### src/hdl/running_mean_pixel_downscaler_defines.svh
`ifndef RUNNING_MEAN_PIXEL_DOWNSCALER_DEFINES_SVH
`define RUNNING_MEAN_PIXEL_DOWNSCALER_DEFINES_SVH

// same-cycle implication, checked on clk, off during reset
`define RMPD_ASSERT_NOW(lbl, ante, cons, msg) \
  lbl: assert property (@(posedge clk) disable iff (!rst_n) (ante) |-> (cons)) else $error(msg);

// next-cycle implication
`define RMPD_ASSERT_NEXT(lbl, ante, cons, msg) \
  lbl: assert property (@(posedge clk) disable iff (!rst_n) (ante) |=> (cons)) else $error(msg);

`endif

### src/hdl/rmpd_pkg.sv
package rmpd_pkg;

  localparam int CFG_IDX_W = 3;
  localparam int CFG_DATA_W = 17;

  localparam logic [CFG_IDX_W-1:0] CFG_DISPLAY_VALID = 3'd0;
  localparam logic [CFG_IDX_W-1:0] CFG_SCALED_ENABLE = 3'd1;
  localparam logic [CFG_IDX_W-1:0] CFG_SCALE_Q16     = 3'd2;
  localparam logic [CFG_IDX_W-1:0] CFG_SRC_WIDTH     = 3'd3;
  localparam logic [CFG_IDX_W-1:0] CFG_SRC_HEIGHT    = 3'd4;
  localparam logic [CFG_IDX_W-1:0] CFG_DEST_WIDTH    = 3'd5;
  localparam logic [CFG_IDX_W-1:0] CFG_RED_SHIFT     = 3'd6;
  localparam logic [CFG_IDX_W-1:0] CFG_GREEN_SHIFT   = 3'd7;

  localparam logic [16:0] SCALE_ONE = 17'h10000;
  localparam logic [7:0]  BYTE_MAX  = 8'hFF;

  localparam int LIN_W = 25;         // dest_x + dest_y * dest_width fits 25 bits
  localparam int MUL_A_W = 12;
  localparam int MUL_B_W = 17;
  localparam int MUL_P_W = MUL_A_W + MUL_B_W;

  typedef enum logic [3:0] {
    S_IDLE,
    S_MX,
    S_MY,
    S_DY,
    S_MA,
    S_LIN,
    S_MOD,
    S_RD,
    S_MC,
    S_DS,
    S_DW,
    S_WR
  } rmpd_state_t;

  typedef struct packed {
    logic frame_we;
    logic count_we;
  } rmpd_wr_t;

endpackage

### src/hdl/rmpd_mul.sv
module rmpd_mul
  import rmpd_pkg::*;
(
  input  logic               clk,
  input  logic [MUL_A_W-1:0] a,
  input  logic [MUL_B_W-1:0] b,
  output logic [MUL_P_W-1:0] p
);

  logic [MUL_P_W-1:0] p_r;

  always_ff @(posedge clk) begin
    p_r <= MUL_P_W'(a) * MUL_P_W'(b);
  end

  assign p = p_r;

endmodule

### config.mk
export PLATFORM = sky130hd
export DESIGN_NAME = rmpd_mul
export DESIGN_NICKNAME = d
export VERILOG_FILES = /design/src/hdl/running_mean_pixel_downscaler_defines.svh /design/src/hdl/rmpd_pkg.sv /design/src/hdl/rmpd_mul.sv
export SDC_FILE = /design/constraint.sdc
export NUM_CORES = 1
export LEC_CHECK = 0
export ABC_CLOCK_PERIOD_IN_PS = 12900
export BUFFER_PORTS_ARGS = -buffer_cell sky130_fd_sc_hd__buf_2
export CAP_MARGIN = 40
export CORE_MARGIN = 1
export CORE_UTILIZATION = 50
export CTS_CLUSTER_DIAMETER = 80
export CTS_CLUSTER_SIZE = 14
export DETAILED_ROUTE_END_ITERATION = 16
export PLACE_DENSITY = 0.74
export SLEW_MARGIN = 25
export SYNTH_ARGS = -nofsm -noshare
export SYNTH_HDL_FRONTEND = slang
export SYNTH_SLANG_ARGS = --single-unit
### constraint.sdc
create_clock -name clk -period 12.9 [get_ports clk]
set_input_delay 0 -clock clk [delete_from_list [all_inputs] [get_ports clk]]
set_output_delay 0 -clock clk [all_outputs]
set_load 0.01 [all_outputs]
==> run_results.csv <==
group,metric,value,unit
outcome,outcome,"finished, final reports clean",
route,antenna_left,0,
synth,ys_seq_area_share,8.24,%
timing,min_period,4.74,ns
setup_path,path_delay_family,"adder cells",
timing,hold_viol,0,
power_and_ir_drop,peakVddDrop,0.172,mV
grt,overflow,0,
route,drc_errors,0,
setup_path,cp_max_fo,17,
synth,syn-instance-count,806,
route,drt_iter0_markers,210,
cells_and_area,largest_reg_flops,29,
setup_path,max_stage_delay,0.51,ns
timing,worst_pin_slew,0.480,ns
setup_path,path_buf_inv,4,
route,num_vias,5338,
floorplanning,start_util,51.0,%
power_and_ir_drop,power_density,262,mW/mm²
cells_and_area,drive_gt1_share,8.00,%
cts,postCtsResizedCells,0,
setup_path,cp.required,13.05,ns
place,port_buffers,58,
min_path,hold_depth,2,
cts,cts_setup_buffers,0,
floorplanning,core_area,0.0138,mm²
floorplanning,io_pins,59,
cts,cts_tree,"built",
grt,grt_max_degree,18,
timing,fin_hold_ws,0.140,ns
setup_path,cp_data_arrival_time,4.89,ns
cells_and_area,layout_commonest_cell,"inv_1",
synth,netlist_area,0.00705,mm²
place,place_congestion,0.873,
setup_path,cp-start-kind,"input pin",
run,maxCapViolations,0,
floorplanning,rows,43,
route,postRouteWirelength,15400,µm
route,drtPass1Iterations,4,
cts,path_clk_slew,0.05,ns
grt,grt_pass1_wl,25800,µm
setup_path,cp-end-kind,"flop",
cts,cts_made_buffers,5,
cts,clkSinkCount,29,
setup_path,crit_type,"in -> reg",
synth,synth_flop_cell,"dfxtp_1",
timing,fmax,0.211,GHz
timing,slew_headroom,67.8,%
synth,avgSynthCellArea,8.74,µm²
setup_path,setup.worst_path.start,"a[3]",
setup_path,crit_top_cell,"fa_1",
setup_path,critical_path.slowest_cell,"fa_1",
power_and_ir_drop,seqPwrFrac,8.5,%
setup_path,crit_chain,"buf_2 -> nand2_1 -> fa_1 -> fa_1 -> inv_1 -> ha_1 -> fa_1 -> inv_1 -> fa_1 -> inv_1 -> ha_1 -> a21o_1 -> a31o_1 -> a31oi_2 -> o21ai_0 -> a31oi_1 -> o21ai_0 -> xor2_1",
min_path,min_path_type,"in -> reg",
power_and_ir_drop,intPower,0.000940,W
floorplanning,die_y,121,µm
synth,synth-async-reset-ratio,0,%
cells_and_area,n_antenna_cell,0,
power_and_ir_drop,p_leak,4.03,nW
route,vias_per_cell,5.24,
route,avgRoutedWirePerCell,15.1,µm
power_and_ir_drop,combPwrFrac,85.9,%
synth,netlist-cell-type-count,38,
synth,synth_fp_nets,1053,
setup_path,cp-endpoint,"p[25]",
setup_path,crit_cells,18,
floorplanning,die_w,121,µm
timing,post-route-period-util,36.7,%
cts,cts_root_buf,"clkbuf_16",
cells_and_area,area.growth.synth_to_final,7.58,%
cts,cts_hold_buf,0,
cells_and_area,final_nets,1085,
timing,rsz0062_at_grt,"false",
timing,finalSetupTns,0,ns
timing,finalMaxSlewViolations,0,
synth,synth_edf_count,0,
place,dp_hpwl,12700,µm
cells_and_area,layout_common_cells,"inv_1, nand2_1, fa_1",
grt,antenna_found_initial,0,
power_and_ir_drop,netSwitchingPower,0.00104,W
timing,final-setup-viol-count,0,
grt,grtUsageTotal,22.4,%
power_and_ir_drop,p_clk_share,5.6,%
synth,synth_seq_cells,29,
cts,htreeDepth,2,
power_and_ir_drop,swShare,52.6,%
floorplanning,die_area,0.0146,mm²
grt,grt_pass1_vias,5629,
synth,synth.yosys.warnings,0,
cts,clockBufferDepth,2,
[synth_stat cells (2+ instances only)]
cell type / instances / area share (%)
o211ai_1: 2 / 0.21
dfxtp_1: 29 / 8.2
xor2_1: 9 / 1.1
o21ai_0: 13 / 0.92
a21oi_1: 26 / 1.8
ha_1: 67 / 12
and2_1: 69 / 6.1
o21bai_1: 3 / 0.32
nand3_1: 4 / 0.28
fa_1: 150 / 43
clkbuf_1: 33 / 1.8
and3_1: 4 / 0.36
nand2_1: 152 / 8.1
inv_1: 184 / 9.8
a211oi_1: 2 / 0.21
a21o_1: 4 / 0.43
nand4_1: 3 / 0.27
o21a_1: 3 / 0.32
o221ai_1: 2 / 0.25
xnor2_1: 16 / 2.0
nor2_1: 11 / 0.59
nor2b_1: 4 / 0.36
[through the flow]
stage	instance area (µm²)	std cells	util, %	power (W)	setup WS, ns
finish	7580	1018	54.8	0.00199	8.16
floorplan	7050	806	-	0.00146	8.09
global placement	7440	1011	53.8	0.00185	7.98
detailed placement	7440	1011	53.8	0.00188	7.89
global route	7580	1018	54.8	0.00222	7.92
CTS	7580	1018	54.8	0.00201	8.17
[how the worst min path moves through the flow]
stage | startpoint | to | slack, ns
2_1_floorplan | a[0] | p[0] | 0.12
3_3_place_gp | p[0] | p[0] | 0.39
3_5_place_dp | p[13] | p[13] | 0.39
4_1_cts | b[0] | p[0] | 0.14
5_1_grt | b[0] | p[0] | 0.16
6_report | b[0] | p[0] | 0.14
[cells by family after synthesis]
family | count (synthesis) | share of synthesized area [%]
buffers and inverters | 217 | 11.6
xor gates and xnor gates | 25 | 3.11
AOI/OAI and AO/OA | 67 | 6.09
adders and majority gates | 217 | 54.5
DFF | 29 | 8.24
and+or+nand+nor | 251 | 16.5
[area by class of cell]
cell class | instances | area (µm²)
well taps | 180 | 225
clock buffers | 7 | 143
multi-input cells | 560 | 5650
repair buffers | 58 | 290
flip-flops and latches | 29 | 581
inverters | 184 | 691
fillers | 1252 | 6250
[power groups by stage]
| stage | Combinational (W) | Sequential [W] | Clock, W |
|---|---|---|---|
| final | 0.00171 | 0.000168 | 0.000111 |
| after global routing | 0.00193 | 0.000172 | 0.000119 |
| after CTS | 0.00172 | 0.000170 | 0.000114 |
| after detailed placement | 0.00171 | 0.000171 | 0 |
| after global placement | 0.00167 | 0.000171 | 0 |
| after floorplan | 0.00127 | 0.000193 | 0 |
[per-layer routing]
| layer | wire [µm] | vias up | GRT usage [%] |
|---|---|---|---|
| li1 | - | 2449 | - |
| met5 | 0 | - | 0 |
| met4 | 445 | 0 | 6.87 |
| met3 | 680 | 36 | 2.88 |
| met2 | 8360 | 147 | 41.5 |
| met1 | 5880 | 2706 | 26.9 |
No activity file was read; power rests on OpenSTA's default activity.
