===== src/hdl/running_mean_pixel_downscaler_defines.svh =====
`ifndef RUNNING_MEAN_PIXEL_DOWNSCALER_DEFINES_SVH
`define RUNNING_MEAN_PIXEL_DOWNSCALER_DEFINES_SVH

// same-cycle implication, checked on clk, off during reset
`define RMPD_ASSERT_NOW(lbl, ante, cons, msg) \
  lbl: assert property (@(posedge clk) disable iff (!rst_n) (ante) |-> (cons)) else $error(msg);

// next-cycle implication
`define RMPD_ASSERT_NEXT(lbl, ante, cons, msg) \
  lbl: assert property (@(posedge clk) disable iff (!rst_n) (ante) |=> (cons)) else $error(msg);

`endif


===== src/hdl/rmpd_pkg.sv =====
package rmpd_pkg;

  localparam int CFG_IDX_W = 3;
  localparam int CFG_DATA_W = 17;

  localparam logic [CFG_IDX_W-1:0] CFG_DISPLAY_VALID = 3'd0;
  localparam logic [CFG_IDX_W-1:0] CFG_SCALED_ENABLE = 3'd1;
  localparam logic [CFG_IDX_W-1:0] CFG_SCALE_Q16     = 3'd2;
  localparam logic [CFG_IDX_W-1:0] CFG_SRC_WIDTH     = 3'd3;
  localparam logic [CFG_IDX_W-1:0] CFG_SRC_HEIGHT    = 3'd4;
  localparam logic [CFG_IDX_W-1:0] CFG_DEST_WIDTH    = 3'd5;
  localparam logic [CFG_IDX_W-1:0] CFG_RED_SHIFT     = 3'd6;
  localparam logic [CFG_IDX_W-1:0] CFG_GREEN_SHIFT   = 3'd7;

  localparam logic [16:0] SCALE_ONE = 17'h10000;
  localparam logic [7:0]  BYTE_MAX  = 8'hFF;

  localparam int LIN_W = 25;         // dest_x + dest_y * dest_width fits 25 bits
  localparam int MUL_A_W = 12;
  localparam int MUL_B_W = 17;
  localparam int MUL_P_W = MUL_A_W + MUL_B_W;

  typedef enum logic [3:0] {
    S_IDLE,
    S_MX,
    S_MY,
    S_DY,
    S_MA,
    S_LIN,
    S_MOD,
    S_RD,
    S_MC,
    S_DS,
    S_DW,
    S_WR
  } rmpd_state_t;

  typedef struct packed {
    logic frame_we;
    logic count_we;
  } rmpd_wr_t;

endpackage


===== src/hdl/rmpd_div.sv =====
module rmpd_div
  import rmpd_pkg::*;
(
  input  logic        clk,
  input  logic        rst_n,
  input  logic        start,
  input  logic [15:0] num,
  input  logic [8:0]  den,
  output logic        done,
  output logic [7:0]  quo
);

  // restoring radix-2, quotient known to fit 8 bits (num < 256 * den)
  logic [15:0] rem_r, rem_nxt;
  logic [16:0] dsh_r, dsh_nxt;
  logic [7:0]  q_r, q_nxt;
  logic [2:0]  step_r, step_nxt;
  logic        busy_r, busy_nxt;
  logic        done_r, done_nxt;
  logic        ge;

  assign ge = {1'b0, rem_r} >= dsh_r;

  always_comb begin
    rem_nxt  = rem_r;
    dsh_nxt  = dsh_r;
    q_nxt    = q_r;
    step_nxt = step_r;
    busy_nxt = busy_r;
    done_nxt = 1'b0;
    if (start) begin
      rem_nxt  = num;
      dsh_nxt  = {1'b0, den, 7'd0};
      q_nxt    = '0;
      step_nxt = 3'd7;
      busy_nxt = 1'b1;
    end else if (busy_r) begin
      if (ge) begin
        rem_nxt = rem_r - dsh_r[15:0];
      end
      q_nxt   = {q_r[6:0], ge};
      dsh_nxt = dsh_r >> 1;
      if (step_r == 3'd0) begin
        busy_nxt = 1'b0;
        done_nxt = 1'b1;
      end else begin
        step_nxt = step_r - 3'd1;
      end
    end
  end

  always_ff @(posedge clk) begin
    if (!rst_n) begin
      busy_r <= 1'b0;
      done_r <= 1'b0;
      step_r <= '0;
    end else begin
      busy_r <= busy_nxt;
      done_r <= done_nxt;
      step_r <= step_nxt;
    end
    rem_r <= rem_nxt;
    dsh_r <= dsh_nxt;
    q_r   <= q_nxt;
  end

  assign done = done_r;
  assign quo  = q_r;

endmodule


===== config.mk =====
export PLATFORM = sky130hd
export DESIGN_NAME = rmpd_div
export DESIGN_NICKNAME = d
export VERILOG_FILES = /design/src/hdl/running_mean_pixel_downscaler_defines.svh /design/src/hdl/rmpd_pkg.sv /design/src/hdl/rmpd_div.sv
export SDC_FILE = /design/constraint.sdc
export NUM_CORES = 1
export LEC_CHECK = 0
export BUFFER_PORTS_ARGS = -buffer_cell sky130_fd_sc_hd__buf_2
export CAP_MARGIN = 0
export CORE_MARGIN = 2
export CORE_UTILIZATION = 35
export CTS_BUF_LIST = sky130_fd_sc_hd__clkbuf_2 sky130_fd_sc_hd__clkbuf_4 sky130_fd_sc_hd__clkbuf_8
export CTS_CLUSTER_SIZE = 20
export DETAILED_ROUTE_END_ITERATION = 7
export PLACE_DENSITY = 0.5
export SYNTH_ARGS = -nofsm -noshare
export SYNTH_HDL_FRONTEND = slang
export SYNTH_SLANG_ARGS = --single-unit

===== constraint.sdc =====
create_clock -name clk -period 5.35 [get_ports clk]
set_clock_uncertainty 0.2 [all_clocks]
set_input_delay 0.2675 -clock clk [delete_from_list [all_inputs] [get_ports clk]]
set_output_delay 0.2675 -clock clk [all_outputs]
set_load 0.01 [all_outputs]

==> results by group <==
Status
  • Status: finished clean

Critical path
  • Slowest Stage Delay on Critical Path: about 720 ps
  • Crit-path cells: inv_1 -> ha_1 -> nand2_1 -> nor2_1 -> nand3_1 -> o211ai_1 -> o2111ai_1 -> o21ai_1 -> buf_4
  • Cells on worst reg2reg path: 9
  • Crit start category: register
  • Top Family by Delay on Critical Path: compound AO/OA/AOI/OAI gates
  • WP buf/inv: 2
  • Crit. End Element: register
  • Worst reg2reg path startpoint: dsh_r[8]
  • Arrival time worst endpoint: around 3000 ps
  • Critical Path RT: 5170 ps
  • Worst r2r dst: rem_r[9]
  • Worst Path Max Fanout: 9
  • CP max-delay cell: o21ai_1
  • R2r setup slk: about 2200 ps
  • Setup CP Type: register to register

Finish
  • Register area: 0.00115 sq mm
  • Net count, final: 370
  • Multi-input gate area: about 0.0014 sq mm
  • P&R area growth vs syn: 13.7%
  • Layout cell share with drive strength beyond 1: around 16%
  • Antenna cells: 0
  • Fillers: 773

Floorplan
  • Area of the core: 0.00733 sq mm
  • Die Y: 91.6 microns
  • Die width: approximately 92 microns
  • Cell Rows: 31
  • Die area: 0.00838 sq mm
  • Initial Util: between 30 and 40%
  • I/O pin total: 37

Power
  • P_int: roughly 700 uW
  • Overall power: approximately 1100 uW
  • P per Cell Area: approximately 360 mW/mm^2
  • Lkg Pwr: around 0.0013 uW
  • Switching Power: between 400 and 500 uW
  • Flop pwr share: between 40 and 50%
  • Clock power share: between 20% and 30%
  • Worst IR drop on VDD: approximately 0.12 mV
  • Net switching fraction of the power: between 30% and 40%
  • Comb pwr share: roughly two fifths

Detailed routing
  • Wire per inst: between 10 and 15 microns
  • Final wirelength: between 5000 and 6000 microns
  • Pre-Repair DR Iteration Count: 6
  • Detail Route Antenna Nets: 0
  • DRC viols: 0
  • DR vias/cell: 5.08
  • DRT iter0 DRCs: ~100
  • DR vias: 2148

Hold path
  • Number of cells on the worst hold path: 3
  • HP Class: input pin to register
  • Hold Crit Endpoint: done
  • Hold Crit Start: rst_n

CTS
  • Setup Buffers After CTS: 0
  • Hold_buf cts: 0
  • Worst skew pair latency: 310 ps
  • Clock Tree Buf Depth: 2
  • TritonCTS Buffers: 5
  • CTS sink count: 45
  • TritonCTS clock tree: done
  • Post-CTS Resized: 0
  • Root buf cell: clkbuf_8
  • Worst-path clk slew: approximately 100 ps
  • H-tree Lvls: 2

Timing
  • Max Slew Vio Count: 0
  • # setup viols final: 0
  • RSZ-0062 raised after global routing: false
  • Fin crit share: between 50% and 60%
  • Final hold slack: between 20 and 30 ps
  • Slew @ Worst Pin: ~990 ps
  • Final min period: around 3200 ps
  • Setup_tns: 0 ps
  • Setup WS post-layout: between 2000 and 2500 ps
  • Max Freq: around 310 MHz
  • Slew Limit Headroom: approximately a third
  • Final Hold Viols: 0

Synthesis
  • Mapped Cells: roughly 290
  • Syn avg cell area: a little over 9 sq um
  • Commonest cells post-synth: nand2_1 (36), edfxtp_1 (25), inv_1 (25), nor2_1 (25), dfxtp_1 (20)
  • Top-count cell post-synth: nand2_1
  • Asr flop ratio synth: 0%
  • Cell Area, Synth: roughly 0.0027 sq mm
  • Top cells by area, synth: edfxtp_1 (28%), dfxtp_1 (15%), ha_1 (8.4%), mux2i_1 (5.2%), nand2_1 (5.0%)
  • Synth warn: 0
  • Register bit count reported by yosys: 45
  • Ys flop type: edfxtp_1
  • Post-synth top area cell: edfxtp_1
  • Top cell type's share of synthesized area: approximately 28%
  • Syn nets: 335
  • Post-synthesis sequential area ratio: roughly 43%
  • Number of flops mapped to enable cells by yosys: 25
  • Post-synth cell types: 47

GRT
  • Largest net degree at the start of global routing: 39
  • Initial antenna violation count: 0
  • Overflow after GRT: 0
  • First-pass GRT wire length: just under 10000 microns
  • Total track usage: approximately 15%
  • Vias in the first global route: between 2000 and 2500

Placed design
  • DP Worst Slack: around 2100 ps
  • GP Congestion: 0.814
  • # port buffers: 36
  • Final HPWL from detailed placement: about 4400 microns

Flow run
  • Max cap viols: 0
state kept, by name, indices dropped and copies added (netlist names):
| signal | flops |
|---|---|
| dsh_r | 16 |
| rem_r | 16 |
| quo | 8 |
| step_r | 3 |
| busy_r | 1 |
| done | 1 |
worst max-delay path by stage:
| stage | from | cells past startpoint | end |
|---|---|---|---|
| floorplan | rem_r[0] | 10 | rem_r[0] |
| global placement | rem_r[0] | 11 | rem_r[0] |
| detailed placement | dsh_r[8] | 9 | rem_r[0] |
| CTS | dsh_r[8] | 9 | rem_r[9] |
| global route | dsh_r[8] | 9 | rem_r[2] |
| finish | dsh_r[8] | 9 | rem_r[9] |
kinds of logic after synthesis:
family	Yosys count	share of synthesized area (%)
multiplexers	15	5.64
buffers and inverters	36	5.17
adder cells (fa/ha/maj)	19	9.14
flip-flops	45	42.9
XOR/XNOR	10	3.26
AND/OR/NAND/NOR	92	15.7
AO/OA/AOI/OAI	71	18.2
placed cells by master (no fill, tap or decap), drive strengths merged, types with 6 or more instances in the layout:
cell and count:
a211oi 6, nand2 36, a21oi 16, dfxtp 20, buf 38, o21ai 16, o31ai 8, nand3 8
nor2 25, inv 27, edfxtp 25, mux2i 14, ha 18
layout make-up:
class,instances,area share [%]
timing repair buffer,38,6.40
multi-input combinational,207,45.7
tap,99,4.06
inverter,26,3.20
sequential,45,37.7
clock buffer,5,2.26
clock inverter,3,0.656
routing by layer:
metal,up-vias,track usage [%],part of all wire [%]
met5,-,0,0
met3,6,3.49,4.3
met4,0,3.79,1.1
met2,39,23.7,45
li1,1105,-,-
met1,998,19.5,49
worst register-to-register path, cell delays in order, from the launching register on:
cell	delay [ps]
edfxtp_1	370
inv_1	60
ha_1	360
nand2_1	110
nor2_1	150
nand3_1	160
o211ai_1	220
o2111ai_1	220
o21ai_1	720
buf_4	310
through the flow:
| step | cell area [sq um] | utilization, % | instances |
|---|---|---|---|
| 6_report | 3050 | 41.6 | 423 |
| 5_1_grt | 3050 | 41.6 | 423 |
| 4_1_cts | 3050 | 41.6 | 423 |
| 3_5_place_dp | 2960 | 40.4 | 415 |
| 3_3_place_gp | 2960 | 40.4 | 415 |
| 2_1_floorplan | 2680 | - | 288 |
power by group through the flow:
stage | clock network, uW | registers, uW | logic, uW
after global routing | 247 | 450 | 497
after floorplan | 0 | 444 | 341
after global placement | 0 | 452 | 433
after CTS | 230 | 446 | 436
after detailed placement | 0 | 454 | 431
final | 222 | 445 | 435
No activity file was read; power rests on OpenSTA's default activity.
